**src/rtl/core/mtr_pkg.sv**
```systemverilog
`timescale 1ns / 1ps
// ----------------------------------------------------------------------------
// Motor throttle ramp package
// Shared widths, codes and types of the throttle ramp generator.
// ----------------------------------------------------------------------------
package mtr_pkg;

    localparam int FULL_SCALE = 100000;
    localparam int RATE_SLOW  = FULL_SCALE * 6 / 1000;
    localparam int RATE_HIGH  = FULL_SCALE * 2 / 1000;
    localparam int THRESH     = FULL_SCALE / 10000;

    localparam int MOTOR_W  = 3;
    localparam int TARGET_W = 19;
    localparam int TEMPO_W  = 2;
    localparam int PWM_W    = 18;
    localparam int STATUS_W = 2;

    localparam int THR_W   = 17;
    localparam int POS_W   = 20;
    localparam int MAG_W   = 19;
    localparam int DIVR_W  = 11;
    localparam int INC_W   = 11;
    localparam int STEP_W  = 12;
    localparam int STEPS_W = 11;
    localparam int CNT_W   = 5;

    localparam logic MODE_CMD  = 1'b0;
    localparam logic MODE_TICK = 1'b1;

    localparam logic [TEMPO_W-1:0] TEMPO_INSTANT = 2'd0;
    localparam logic [TEMPO_W-1:0] TEMPO_SLOW    = 2'd1;
    localparam logic [TEMPO_W-1:0] TEMPO_HIGH    = 2'd2;
    localparam logic [TEMPO_W-1:0] TEMPO_UNKNOWN = 2'd3;

    localparam logic [STATUS_W-1:0] STATUS_OK    = 2'd0;
    localparam logic [STATUS_W-1:0] STATUS_TEMPO = 2'd1;
    localparam logic [STATUS_W-1:0] STATUS_MOTOR = 2'd2;
    localparam logic [STATUS_W-1:0] STATUS_BUSY  = 2'd3;

    localparam logic [CNT_W-1:0] DIV_STEPS_COUNT = CNT_W'(MAG_W);
    localparam logic [CNT_W-1:0] DIV_INC_COUNT   = CNT_W'(INC_W);

    typedef enum logic [2:0] {
        ST_IDLE,
        ST_EVAL,
        ST_DIV_STEPS,
        ST_DIV_INC,
        ST_EMIT
    } state_t;

    typedef struct packed {
        logic              start;
        logic [CNT_W-1:0]  count;
        logic [DIVR_W-1:0] rem_init;
        logic [MAG_W-1:0]  bits;
        logic [DIVR_W-1:0] divisor;
    } div_req_t;

    typedef struct packed {
        logic             done;
        logic [MAG_W-1:0] quot;
    } div_rsp_t;

endpackage

```
**src/rtl/core/mtr_cmd_if.sv**
```systemverilog
`timescale 1ns / 1ps
// ----------------------------------------------------------------------------
// Motor throttle ramp command channel
// Valid/ready channel that carries command and tick beats.
// ----------------------------------------------------------------------------
interface mtr_cmd_if;
    logic                                 valid;
    logic                                 ready;
    logic                                 mode;
    logic [mtr_pkg::MOTOR_W-1:0]          motor_index;
    logic signed [mtr_pkg::TARGET_W-1:0]  target_throttle;
    logic [mtr_pkg::TEMPO_W-1:0]          tempo;

    modport source (output valid, output mode, output motor_index,
                    output target_throttle, output tempo, input ready);
    modport sink   (input valid, input mode, input motor_index,
                    input target_throttle, input tempo, output ready);
endinterface

```
**src/rtl/core/mtr_res_if.sv**
```systemverilog
`timescale 1ns / 1ps
// ----------------------------------------------------------------------------
// Motor throttle ramp result channel
// Valid/ready channel that carries PWM write and error beats.
// ----------------------------------------------------------------------------
interface mtr_res_if;
    logic                           valid;
    logic                           ready;
    logic [mtr_pkg::MOTOR_W-1:0]    out_motor;
    logic [mtr_pkg::PWM_W-1:0]      pwm_value;
    logic                           ramp_done;
    logic [mtr_pkg::STATUS_W-1:0]   status;

    modport source (output valid, output out_motor, output pwm_value,
                    output ramp_done, output status, input ready);
    modport sink   (input valid, input out_motor, input pwm_value,
                    input ramp_done, input status, output ready);
endinterface

```
**src/rtl/core/mtr_div.sv**
```systemverilog
`timescale 1ns / 1ps
// ----------------------------------------------------------------------------
// Motor throttle ramp serial divider
// Restoring divider that shifts in one dividend bit and produces one
// quotient bit per cycle, for a requested number of bits.
// ----------------------------------------------------------------------------
module mtr_div (
    input  logic              clk,
    input  logic              rst_n,
    input  mtr_pkg::div_req_t req,
    output mtr_pkg::div_rsp_t rsp
);

    logic [mtr_pkg::DIVR_W-1:0] rem_reg, rem_next;
    logic [mtr_pkg::MAG_W-1:0]  bits_reg, bits_next;
    logic [mtr_pkg::MAG_W-1:0]  quot_reg, quot_next;
    logic [mtr_pkg::DIVR_W-1:0] divisor_reg, divisor_next;
    logic [mtr_pkg::CNT_W-1:0]  cnt_reg, cnt_next;
    logic                       busy_reg, busy_next;
    logic                       done_reg, done_next;

    logic [mtr_pkg::DIVR_W:0]   trial;
    logic [mtr_pkg::DIVR_W:0]   diff;
    logic                       fits;

    always_comb
    begin
        trial = {rem_reg, bits_reg[mtr_pkg::MAG_W-1]};
        diff  = trial - {1'b0, divisor_reg};
        fits  = (trial >= {1'b0, divisor_reg});
    end

    always_comb
    begin
        rem_next     = rem_reg;
        bits_next    = bits_reg;
        quot_next    = quot_reg;
        divisor_next = divisor_reg;
        cnt_next     = cnt_reg;
        busy_next    = busy_reg;
        done_next    = 1'b0;
        if (req.start)
        begin
            rem_next     = req.rem_init;
            bits_next    = req.bits;
            quot_next    = '0;
            divisor_next = req.divisor;
            cnt_next     = req.count;
            busy_next    = 1'b1;
        end
        else if (busy_reg)
        begin
            rem_next  = fits ? diff[mtr_pkg::DIVR_W-1:0] : trial[mtr_pkg::DIVR_W-1:0];
            bits_next = {bits_reg[mtr_pkg::MAG_W-2:0], 1'b0};
            quot_next = {quot_reg[mtr_pkg::MAG_W-2:0], fits};
            cnt_next  = cnt_reg - 1'b1;
            if (cnt_reg == mtr_pkg::CNT_W'(1))
            begin
                busy_next = 1'b0;
                done_next = 1'b1;
            end
        end
    end

    always_ff @(posedge clk or negedge rst_n)
    begin
        if (!rst_n)
        begin
            busy_reg <= 1'b0;
            done_reg <= 1'b0;
            cnt_reg  <= '0;
        end
        else
        begin
            busy_reg <= busy_next;
            done_reg <= done_next;
            cnt_reg  <= cnt_next;
        end
    end

    always_ff @(posedge clk)
    begin
        rem_reg     <= rem_next;
        bits_reg    <= bits_next;
        quot_reg    <= quot_next;
        divisor_reg <= divisor_next;
    end

    assign rsp.done = done_reg;
    assign rsp.quot = quot_reg;

endmodule

```
**src/rtl/core/motor_throttle_ramp.sv**
```systemverilog
`timescale 1ns / 1ps
// ----------------------------------------------------------------------------
// Motor throttle ramp generator
// Keeps a clamped throttle per motor, ramps it linearly toward a target in
// steps driven by tick beats, and emits a PWM value for every write.
// ----------------------------------------------------------------------------
// The block takes one beat at a time. A tick that writes, an instant command
// or an error passes through the evaluate and emit states into the result
// register, and the next beat is accepted once the block is back in idle. An
// idle tick or an ignored command returns to idle straight from evaluation. A
// command that starts a ramp runs the shared bit-serial divider twice, nineteen
// quotient bits for the step count and eleven for the increment, before its
// result is registered and the next beat can be accepted. A change smaller
// than one step skips the second division. The result register holds a
// finished beat while the next beat is accepted; the block waits only when a
// new result is ready and the previous one is still held.
module motor_throttle_ramp #(
    parameter int MOTOR_COUNT = 4
) (
    input  logic      clk,
    input  logic      rst_n,
    mtr_cmd_if.sink   cmd,
    mtr_res_if.source res
);

    localparam int IDX_W = (MOTOR_COUNT > 1) ? $clog2(MOTOR_COUNT) : 1;
    localparam int SLOTS = 1 << IDX_W;

    mtr_pkg::state_t state_reg, state_next;

    logic                               mode_reg;
    logic [mtr_pkg::MOTOR_W-1:0]        motor_reg;
    logic signed [mtr_pkg::TARGET_W-1:0] target_reg;
    logic [mtr_pkg::TEMPO_W-1:0]        tempo_reg;

    logic [mtr_pkg::THR_W-1:0]          throttle_reg [SLOTS];
    logic                               ramp_active_reg, ramp_active_next;
    logic [IDX_W-1:0]                   ramp_motor_reg, ramp_motor_next;
    logic signed [mtr_pkg::POS_W-1:0]   ramp_position_reg, ramp_position_next;
    logic signed [mtr_pkg::STEP_W-1:0]  ramp_step_reg, ramp_step_next;
    logic [mtr_pkg::STEPS_W-1:0]        steps_left_reg, steps_left_next;
    logic signed [mtr_pkg::POS_W-1:0]   ramp_goal_reg, ramp_goal_next;

    logic [mtr_pkg::MAG_W-1:0]          mag_reg, mag_next;
    logic                               neg_reg, neg_next;
    logic [mtr_pkg::STEPS_W-1:0]        steps_reg, steps_next;

    logic [mtr_pkg::MOTOR_W-1:0]        wr_motor_reg, wr_motor_next;
    logic signed [mtr_pkg::POS_W-1:0]   wr_value_reg, wr_value_next;
    logic                               wr_done_reg, wr_done_next;
    logic [mtr_pkg::STATUS_W-1:0]       wr_status_reg, wr_status_next;

    logic                               res_valid_reg, res_valid_next;
    logic [mtr_pkg::MOTOR_W-1:0]        res_motor_reg;
    logic [mtr_pkg::PWM_W-1:0]          res_pwm_reg;
    logic                               res_done_reg;
    logic [mtr_pkg::STATUS_W-1:0]       res_status_reg;

    mtr_pkg::div_req_t                  div_req;
    mtr_pkg::div_rsp_t                  div_rsp;

    logic [mtr_pkg::THR_W-1:0]          cur_throttle;
    logic signed [mtr_pkg::POS_W-1:0]   target_ext;
    logic signed [mtr_pkg::POS_W-1:0]   change;
    logic [mtr_pkg::MAG_W-1:0]          mag;
    logic                               bad_motor;
    logic                               eval_emit;
    logic                               eval_div;
    logic signed [mtr_pkg::POS_W-1:0]   tick_position;
    logic [mtr_pkg::STEP_W-1:0]         inc_ext;
    logic signed [mtr_pkg::STEP_W-1:0]  new_step;
    logic signed [mtr_pkg::POS_W-1:0]   new_position;
    logic                               steps_zero;
    logic                               res_free;
    logic                               emit_load;
    logic [mtr_pkg::THR_W-1:0]          wr_clamped;
    logic [mtr_pkg::DIVR_W-1:0]         rate;

    mtr_div u_div (
        .clk   (clk),
        .rst_n (rst_n),
        .req   (div_req),
        .rsp   (div_rsp)
    );

    always_comb
    begin
        cur_throttle = throttle_reg[motor_reg[IDX_W-1:0]];
        target_ext   = mtr_pkg::POS_W'(target_reg);
        change       = target_ext - $signed({3'b000, cur_throttle});
        mag          = change[mtr_pkg::POS_W-1] ? mtr_pkg::MAG_W'(-change)
                                                 : mtr_pkg::MAG_W'(change);
        bad_motor    = ({1'b0, motor_reg} >= (mtr_pkg::MOTOR_W + 1)'(MOTOR_COUNT));
        rate         = (tempo_reg == mtr_pkg::TEMPO_SLOW) ?
                       mtr_pkg::DIVR_W'(mtr_pkg::RATE_SLOW) :
                       mtr_pkg::DIVR_W'(mtr_pkg::RATE_HIGH);
        eval_emit    = 1'b0;
        eval_div     = 1'b0;
        if (mode_reg == mtr_pkg::MODE_TICK)
        begin
            eval_emit = ramp_active_reg;
        end
        else if (ramp_active_reg || (tempo_reg == mtr_pkg::TEMPO_UNKNOWN) || bad_motor ||
                 (tempo_reg == mtr_pkg::TEMPO_INSTANT))
        begin
            eval_emit = 1'b1;
        end
        else if (mag >= mtr_pkg::MAG_W'(mtr_pkg::THRESH))
        begin
            eval_div = 1'b1;
        end
        tick_position = ramp_position_reg +
                        $signed({{(mtr_pkg::POS_W - mtr_pkg::STEP_W){ramp_step_reg[mtr_pkg::STEP_W-1]}},
                                 ramp_step_reg});
        inc_ext      = {1'b0, div_rsp.quot[mtr_pkg::INC_W-1:0]};
        new_step     = neg_reg ? $signed(-inc_ext) : $signed(inc_ext);
        new_position = $signed({3'b000, cur_throttle}) +
                       $signed({{(mtr_pkg::POS_W - mtr_pkg::STEP_W){new_step[mtr_pkg::STEP_W-1]}},
                                new_step});
        steps_zero   = (div_rsp.quot == '0);
        res_free     = !res_valid_reg || res.ready;
        emit_load    = (state_reg == mtr_pkg::ST_EMIT) && res_free;
        if (wr_value_reg > mtr_pkg::POS_W'(mtr_pkg::FULL_SCALE))
        begin
            wr_clamped = mtr_pkg::THR_W'(mtr_pkg::FULL_SCALE);
        end
        else if (wr_value_reg[mtr_pkg::POS_W-1])
        begin
            wr_clamped = '0;
        end
        else
        begin
            wr_clamped = wr_value_reg[mtr_pkg::THR_W-1:0];
        end
    end

    always_comb
    begin
        state_next = state_reg;
        unique case (state_reg)
            mtr_pkg::ST_IDLE:
            begin
                if (cmd.valid)
                begin
                    state_next = mtr_pkg::ST_EVAL;
                end
            end
            mtr_pkg::ST_EVAL:
            begin
                if (eval_div)
                begin
                    state_next = mtr_pkg::ST_DIV_STEPS;
                end
                else if (eval_emit)
                begin
                    state_next = mtr_pkg::ST_EMIT;
                end
                else
                begin
                    state_next = mtr_pkg::ST_IDLE;
                end
            end
            mtr_pkg::ST_DIV_STEPS:
            begin
                if (div_rsp.done)
                begin
                    state_next = steps_zero ? mtr_pkg::ST_EMIT : mtr_pkg::ST_DIV_INC;
                end
            end
            mtr_pkg::ST_DIV_INC:
            begin
                if (div_rsp.done)
                begin
                    state_next = mtr_pkg::ST_EMIT;
                end
            end
            mtr_pkg::ST_EMIT:
            begin
                if (res_free)
                begin
                    state_next = mtr_pkg::ST_IDLE;
                end
            end
            default:
            begin
                state_next = mtr_pkg::ST_IDLE;
            end
        endcase
    end

    always_comb
    begin
        ramp_active_next   = ramp_active_reg;
        ramp_motor_next    = ramp_motor_reg;
        ramp_position_next = ramp_position_reg;
        ramp_step_next     = ramp_step_reg;
        steps_left_next    = steps_left_reg;
        ramp_goal_next     = ramp_goal_reg;
        mag_next           = mag_reg;
        neg_next           = neg_reg;
        steps_next         = steps_reg;
        wr_motor_next      = wr_motor_reg;
        wr_value_next      = wr_value_reg;
        wr_done_next       = wr_done_reg;
        wr_status_next     = wr_status_reg;
        div_req            = '0;
        unique case (state_reg)
            mtr_pkg::ST_EVAL:
            begin
                wr_motor_next  = motor_reg;
                wr_value_next  = target_ext;
                wr_done_next   = 1'b0;
                wr_status_next = mtr_pkg::STATUS_OK;
                mag_next       = mag;
                neg_next       = change[mtr_pkg::POS_W-1];
                if (mode_reg == mtr_pkg::MODE_TICK)
                begin
                    wr_motor_next = mtr_pkg::MOTOR_W'(ramp_motor_reg);
                    if (steps_left_reg != '0)
                    begin
                        ramp_position_next = tick_position;
                        steps_left_next    = steps_left_reg - 1'b1;
                        wr_value_next      = tick_position;
                    end
                    else
                    begin
                        ramp_active_next = 1'b0;
                        wr_value_next    = ramp_goal_reg;
                        wr_done_next     = 1'b1;
                    end
                end
                else if (ramp_active_reg)
                begin
                    wr_status_next = mtr_pkg::STATUS_BUSY;
                end
                else if (tempo_reg == mtr_pkg::TEMPO_UNKNOWN)
                begin
                    wr_status_next = mtr_pkg::STATUS_TEMPO;
                end
                else if (bad_motor)
                begin
                    wr_status_next = mtr_pkg::STATUS_MOTOR;
                end
                else if (tempo_reg == mtr_pkg::TEMPO_INSTANT)
                begin
                    wr_done_next = 1'b1;
                end
                if (eval_div)
                begin
                    div_req.start    = 1'b1;
                    div_req.count    = mtr_pkg::DIV_STEPS_COUNT;
                    div_req.rem_init = '0;
                    div_req.bits     = mag;
                    div_req.divisor  = rate;
                end
            end
            mtr_pkg::ST_DIV_STEPS:
            begin
                if (div_rsp.done)
                begin
                    steps_next = div_rsp.quot[mtr_pkg::STEPS_W-1:0];
                    if (steps_zero)
                    begin
                        wr_done_next = 1'b1;
                    end
                    else
                    begin
                        div_req.start    = 1'b1;
                        div_req.count    = mtr_pkg::DIV_INC_COUNT;
                        div_req.rem_init = mtr_pkg::DIVR_W'(mag_reg[mtr_pkg::MAG_W-1:mtr_pkg::INC_W]);
                        div_req.bits     = {mag_reg[mtr_pkg::INC_W-1:0],
                                            (mtr_pkg::MAG_W - mtr_pkg::INC_W)'(0)};
                        div_req.divisor  = div_rsp.quot[mtr_pkg::DIVR_W-1:0];
                    end
                end
            end
            mtr_pkg::ST_DIV_INC:
            begin
                if (div_rsp.done)
                begin
                    ramp_active_next   = 1'b1;
                    ramp_motor_next    = motor_reg[IDX_W-1:0];
                    ramp_goal_next     = target_ext;
                    ramp_step_next     = new_step;
                    ramp_position_next = new_position;
                    steps_left_next    = steps_reg - 1'b1;
                    wr_value_next      = new_position;
                    wr_done_next       = 1'b0;
                end
            end
            mtr_pkg::ST_IDLE, mtr_pkg::ST_EMIT:
            begin
            end
            default:
            begin
            end
        endcase
        res_valid_next = res_valid_reg;
        if (emit_load)
        begin
            res_valid_next = 1'b1;
        end
        else if (res.ready)
        begin
            res_valid_next = 1'b0;
        end
    end

    always_ff @(posedge clk or negedge rst_n)
    begin
        if (!rst_n)
        begin
            state_reg         <= mtr_pkg::ST_IDLE;
            res_valid_reg     <= 1'b0;
            ramp_active_reg   <= 1'b0;
            ramp_motor_reg    <= '0;
            ramp_position_reg <= '0;
            ramp_step_reg     <= '0;
            steps_left_reg    <= '0;
            ramp_goal_reg     <= '0;
            for (int i = 0; i < SLOTS; i++)
            begin
                throttle_reg[i] <= '0;
            end
        end
        else
        begin
            state_reg         <= state_next;
            res_valid_reg     <= res_valid_next;
            ramp_active_reg   <= ramp_active_next;
            ramp_motor_reg    <= ramp_motor_next;
            ramp_position_reg <= ramp_position_next;
            ramp_step_reg     <= ramp_step_next;
            steps_left_reg    <= steps_left_next;
            ramp_goal_reg     <= ramp_goal_next;
            if (emit_load && (wr_status_reg == mtr_pkg::STATUS_OK))
            begin
                throttle_reg[wr_motor_reg[IDX_W-1:0]] <= wr_clamped;
            end
        end
    end

    always_ff @(posedge clk)
    begin
        if (cmd.valid && cmd.ready)
        begin
            mode_reg   <= cmd.mode;
            motor_reg  <= cmd.motor_index;
            target_reg <= cmd.target_throttle;
            tempo_reg  <= cmd.tempo;
        end
        mag_reg       <= mag_next;
        neg_reg       <= neg_next;
        steps_reg     <= steps_next;
        wr_motor_reg  <= wr_motor_next;
        wr_value_reg  <= wr_value_next;
        wr_done_reg   <= wr_done_next;
        wr_status_reg <= wr_status_next;
        if (emit_load)
        begin
            res_motor_reg  <= wr_motor_reg;
            res_done_reg   <= wr_done_reg;
            res_status_reg <= wr_status_reg;
            res_pwm_reg    <= (wr_status_reg == mtr_pkg::STATUS_OK) ?
                              (mtr_pkg::PWM_W'(wr_clamped) + mtr_pkg::PWM_W'(mtr_pkg::FULL_SCALE)) :
                              '0;
        end
    end

    assign cmd.ready     = (state_reg == mtr_pkg::ST_IDLE);
    assign res.valid     = res_valid_reg;
    assign res.out_motor = res_motor_reg;
    assign res.pwm_value = res_pwm_reg;
    assign res.ramp_done = res_done_reg;
    assign res.status    = res_status_reg;

    // A pending step count is only ever held while a ramp is running.
    a_steps_need_ramp: assert property (@(posedge clk) disable iff (!rst_n)
        (steps_left_reg != '0) |-> ramp_active_reg)
        else $error("steps left without an active ramp");

    // A ramp starts only when the increment division completes.
    a_ramp_start: assert property (@(posedge clk) disable iff (!rst_n)
        $rose(ramp_active_reg) |-> $past(state_reg == mtr_pkg::ST_DIV_INC))
        else $error("ramp started outside the increment division");

    // The divider reports completion only to a state that waits for it.
    a_div_done: assert property (@(posedge clk) disable iff (!rst_n)
        div_rsp.done |-> (state_reg == mtr_pkg::ST_DIV_STEPS ||
                          state_reg == mtr_pkg::ST_DIV_INC))
        else $error("divider finished while no division was pending");

    // A throttle write always addresses an existing motor.
    a_write_motor: assert property (@(posedge clk) disable iff (!rst_n)
        (emit_load && (wr_status_reg == mtr_pkg::STATUS_OK)) |->
        ({1'b0, wr_motor_reg} < (mtr_pkg::MOTOR_W + 1)'(MOTOR_COUNT)))
        else $error("throttle write to a nonexistent motor");

endmodule

```
**src/flat_wrapper.sv**
```systemverilog
// flat-port wrapper written by rule: the top's interface ports become plain ports
module motor_throttle_ramp_flat 
#(
    parameter int MOTOR_COUNT = 4
)
  (clk, rst_n, cmd_valid, cmd_mode, cmd_motor_index, cmd_target_throttle, cmd_tempo, cmd_ready, res_valid, res_out_motor, res_pwm_value, res_ramp_done, res_status, res_ready);
  mtr_cmd_if cmd_i ();
  mtr_res_if res_i ();
  input  logic clk;
  input  logic rst_n;
  input wire logic [$bits(cmd_i.valid)-1:0] cmd_valid;
  input wire logic [$bits(cmd_i.mode)-1:0] cmd_mode;
  input wire logic [$bits(cmd_i.motor_index)-1:0] cmd_motor_index;
  input wire logic [$bits(cmd_i.target_throttle)-1:0] cmd_target_throttle;
  input wire logic [$bits(cmd_i.tempo)-1:0] cmd_tempo;
  output wire logic [$bits(cmd_i.ready)-1:0] cmd_ready;
  output wire logic [$bits(res_i.valid)-1:0] res_valid;
  output wire logic [$bits(res_i.out_motor)-1:0] res_out_motor;
  output wire logic [$bits(res_i.pwm_value)-1:0] res_pwm_value;
  output wire logic [$bits(res_i.ramp_done)-1:0] res_ramp_done;
  output wire logic [$bits(res_i.status)-1:0] res_status;
  input wire logic [$bits(res_i.ready)-1:0] res_ready;
  assign cmd_i.valid = cmd_valid;
  assign cmd_i.mode = cmd_mode;
  assign cmd_i.motor_index = cmd_motor_index;
  assign cmd_i.target_throttle = cmd_target_throttle;
  assign cmd_i.tempo = cmd_tempo;
  assign cmd_ready = cmd_i.ready;
  assign res_valid = res_i.valid;
  assign res_out_motor = res_i.out_motor;
  assign res_pwm_value = res_i.pwm_value;
  assign res_ramp_done = res_i.ramp_done;
  assign res_status = res_i.status;
  assign res_i.ready = res_ready;
  motor_throttle_ramp #(.MOTOR_COUNT(MOTOR_COUNT)) u_core (.clk(clk), .rst_n(rst_n), .cmd(cmd_i), .res(res_i));
endmodule
```
**config.mk**
```make
export PLATFORM = sky130hd
export DESIGN_NAME = motor_throttle_ramp_flat
export DESIGN_NICKNAME = d
export VERILOG_FILES = /design/src/rtl/core/mtr_pkg.sv /design/src/rtl/core/mtr_cmd_if.sv /design/src/rtl/core/mtr_res_if.sv /design/src/rtl/core/mtr_div.sv /design/src/rtl/core/motor_throttle_ramp.sv /design/src/flat_wrapper.sv
export SDC_FILE = /design/constraint.sdc
export NUM_CORES = 1
export LEC_CHECK = 0
export BUFFER_PORTS_ARGS = -buffer_cell sky130_fd_sc_hd__buf_2
export CORE_MARGIN = 8
export CORE_UTILIZATION = 51
export DETAILED_ROUTE_END_ITERATION = 8
export GPL_TIMING_DRIVEN = 0
export PLACE_DENSITY = 0.77
export SLEW_MARGIN = 0
export SYNTH_ARGS = -nofsm -noshare
export SYNTH_HDL_FRONTEND = slang
export SYNTH_SLANG_ARGS = --single-unit
```
**constraint.sdc**
```tcl
create_clock -name clk -period 7.7 [get_ports clk]
set_input_delay 0.385 -clock clk [delete_from_list [all_inputs] [get_ports clk]]
set_output_delay 0.385 -clock clk [all_outputs]
set_load 0.01 [all_outputs]
```
==> results.tsv <==
stage	metric	value	unit
status	status	completed	
timing	Tmin final	7.13	ns
placement	dpl cells	2288	
cts	TritonCTS clock tree	built	
placement	routability cong.	0.931	
synthesis	ys flop type	edfxtp_1	
power	P_int	0.00470	W
timing	setup_tns	0	ns
synthesis	post-synthesis register bit count	310	
detailed_routing	vias per cell	6.13	
synthesis	number of synthesized flops with an enable pin	147	
timing	Final Hold Vio Count	0	
cts	CTS buffer count	35	
synthesis	Mean Syn Cell Area	9.92	um^2
floorplanning	CORE AREA	34300	um^2
power	NetSw	0.00329	W
synthesis	sequential cell area fraction in the yosys report	0.477	
floorplanning	Chip Width	202	um
floorplanning	FP Rows	68	
detailed_routing	DR pass1 iterations	8	
synthesis	Synth Area in XOR/XNOR	0.0378	
finish	Area growth syn-to-layout	11.7	%
detailed_routing	Remaining DRCs	0	
synthesis	post-synthesis compound-gate area fraction	0.173	
synthesis	Syn Nets	1880	
cts	Sink Count	310	
timing	Final period util	0.925	
power	Clock Power Share	0.206	
setup_path	worst path cell trace	clkbuf_2, mux4_2, ha_1, fa_1, and2b_4, o2111ai_2, a31oi_1, o221ai_1, a222oi_1, buf_4, nand3_1, a21o_1, a221oi_1, o2111ai_4, o21ai_1, buf_2, nand2_1	
power	Max IR drop VDD	0.220	mV
detailed_routing	ANT nets after route	0	
timing	unrepaired setup endpoints after global routing	no	
power	sequential fraction of design power	0.345	
global_route	antenna violations before repair	0	
global_route	largest net degree at the start of global routing	84	
power	Combinational Power Share	0.450	
timing	relative slew slack	0.115	
setup_path	critical path capture point type	flop	
setup_path	Critical Path AT	7.28	ns
finish	Largest register FFs	68	
setup_path	CP max-delay cell	edfxtp_1	
synthesis	Gate Count Post-Synth	1776	
setup_path	Req. time, crit path	7.85	ns
floorplanning	Ports	55	
synthesis	largest family of logic cells by synthesized area	compound AO/OA/AOI/OAI gates	
setup_path	Worst Setup Path Type	flop to flop	
timing	FMAX	140	MHz
cts	H-tree lvl count	2	
finish	diode count	0	
power	pwr dens	406	nW/um^2
floorplanning	Die Area	40700	um^2
cts	clock latency on the worst-skew pair	0.52	ns
timing	final setup fails	0	
cts	clk slew on worst S/H paths	0.06	ns
synthesis	asr flop ratio synth	0.465	
synthesis	Synth cell types	84	
global_route	vias in the first global route	13900	
cts	root buf cell	clkbuf_16	
global_route	GRT Total Usage	0.229	
global_route	first-pass GRT wire length	75.4	mm
detailed_routing	Initial DRC Count	1497	
synthesis	post-synthesis cell area	17600	um^2
setup_path	largest driver fanout on the critical path	11	
detailed_routing	drt wl/cell	20.3	um
placement	PortBufs	54	
timing	Worst-Margin Slew	1.33	ns
setup_path	slowest stage delay, CP	0.80	ns
power	Sw Share	0.412	
synthesis	Synth warnings	0	
global_route	total grt overflow	0	
synthesis	Synth Area in Adders	0.0550	
cts	clk buf depth	3	
floorplanning	starting density of the core	0.514	
power	Leak	8.02	nW
placement	Post-DP HPWL	35.4	mm
finish	fin nets	1975	
timing	Max Clock Skew	0.0188	ns
finish	layout cells sized above 1	0.122	
detailed_routing	via count	14400	
finish	final cell count without fillers	2352	
setup_path	startpoint types	flop	
synthesis	post-synthesis mux area share	0.0552	
floorplanning	Die Y-Extent	202	um
synthesis	Post-Synth Simple-Gate Area	0.165	
detailed_routing	routed wire length	47.8	mm
timing	Slew Limit Fails	0	
flow_run	maxcap violations	0	
hold_path	min-delay worst type	input port to flop	
==> cells by family after synthesis <==
| kind of cell | Yosys count |
|---|---|
| buffers and inverters | 165 |
| DFF | 310 |
| muxes | 72 |
| xor gates and xnor gates | 76 |
| and+or+nand+nor | 610 |
| AOI/OAI and AO/OA | 468 |
| adders and majority gates | 75 |
==> per-layer routing <==
layer / track usage / vias to the layer above / part of all wire
met5: 0 / - / 0
met4: 0.107 / 0 / 0.047
met3: 0.0320 / 115 / 0.073
met2: 0.363 / 655 / 0.46
met1: 0.309 / 6990 / 0.42
li1: - / 6651 / -
==> synthesized netlist by cell type (all sizes together), types with 19 or more instances <==
library cell  instances  area share
nand2               235       0.050
o21ai               175       0.050
edfxtp              147        0.25
dfrtp               144        0.20
nor2                136       0.029
inv                  78       0.017
a21oi                75       0.022
ha                   71       0.050
clkbuf               67       0.014
nor3                 67       0.026
nand3                56       0.016
xnor2                53       0.026
mux2                 31       0.020
a31oi                24      0.0085
mux2i                24       0.014
a21o                 23      0.0098
o211ai               23      0.0098
xor2                 23       0.011
a211oi               22       0.010
buf                  20      0.0065
and3                 19      0.0067
dfxtp                19       0.022
==> critical path: cells and delay by family (launching register included) <==
| kind | cells | cell delay, ns |
|---|---|---|
| flops | 1 | 0.80 |
| fa+ha+maj | 2 | 0.66 |
| mux | 1 | 0.65 |
| buf+inv | 3 | 1.06 |
| simple gates | 3 | 0.69 |
| compound gates | 8 | 2.90 |
==> power groups by stage <==
stage | clock [W] | combinational (W) | sequential (W)
floorplan | 0 | 0.00257 | 0.00264
global placement | 0 | 0.00337 | 0.00275
finish | 0.00164 | 0.00359 | 0.00275
global route | 0.00172 | 0.00392 | 0.00280
CTS | 0.00166 | 0.00353 | 0.00274
detailed placement | 0 | 0.00349 | 0.00277
==> per-stage QoR <==
stage               instance area, um^2  setup slack (ns)   util  hold slack, ns  total power, W
floorplan                         17600              1.39      -          0.0894         0.00521
global placement                  18500           -0.0230  0.538           0.408         0.00612
detailed placement                18500           -0.0536  0.540           0.422         0.00626
CTS                               19700             0.176  0.574          0.0343         0.00792
global route                      19700             0.182  0.574          0.0344         0.00844
finish                            19700             0.574  0.574          0.0479         0.00799
==> cells in the final DEF, fill, tap and decap left out, types with 12 or more instances in the layout <==
master and instances:
nor3_1 41, dfxtp_1 19, and2_1 12, edfxtp_1 147, clkbuf_16 38, nand3_1 56, nand2_1 235, inv_1 78
a31oi_1 24, a22o_1 12, dfrtp_1 144, o211ai_1 23, clkbuf_1 71, a31o_2 12, mux2_2 31, xor2_1 23
ha_1 71, mux2i_1 24, a211oi_1 19, o21a_1 16, o21ai_0 164, a21o_1 23, xnor2_1 53, buf_2 58
nand2b_1 14, o31ai_1 12, a21oi_1 73, nor2_1 136, nor3_2 26, nor2b_1 17, mux4_2 17, and3_1 19
==> repair_timing <==
| action | CTS | global route |
|---|---|---|
| pin swaps | 0 | 1 |
| setup endpoints to repair | 30 | 41 |
| hold endpoints to repair | 61 | 0 |
| setup buffers | 0 | 1 |
| hold buffers | 1 | 0 |
| gates resized for setup | 1 | 0 |
==> final timing paths <==
check | startpoint | depth (start not counted) | endpoint | slack [ns]
worst max register to register | u_core.motor_reg[0] | 17 | u_core.u_div.divisor_reg[2] | 0.57
worst min-delay path | cmd_target_throttle[8] | 1 | u_core.target_reg[8] | 0.05
worst min register to register | u_core.wr_motor_reg[2] | 0 | u_core.res.out_motor[2] | 0.43
worst max-delay path | u_core.motor_reg[0] | 17 | u_core.u_div.divisor_reg[2] | 0.57
min in group asynchronous | rst_n | 2 | u_core.ramp_position_reg[19] | 0.45
max in group asynchronous | rst_n | 3 | u_core.throttle_reg[23] | 6.39
==> cell type report <==
| type | instances | area (um^2) |
|---|---|---|
| Buffer | 86 | 364 |
| Clock buffer | 45 | 987 |
| Clock inverter | 18 | 151 |
| Fill cell | 2826 | 14600 |
| Inverter | 78 | 293 |
| Multi-Input combinational cell | 1301 | 8560 |
| Sequential cell | 310 | 8400 |
| Tap cell | 455 | 569 |
| Timing Repair Buffer | 59 | 352 |
Power figures use the tool's default switching activity.
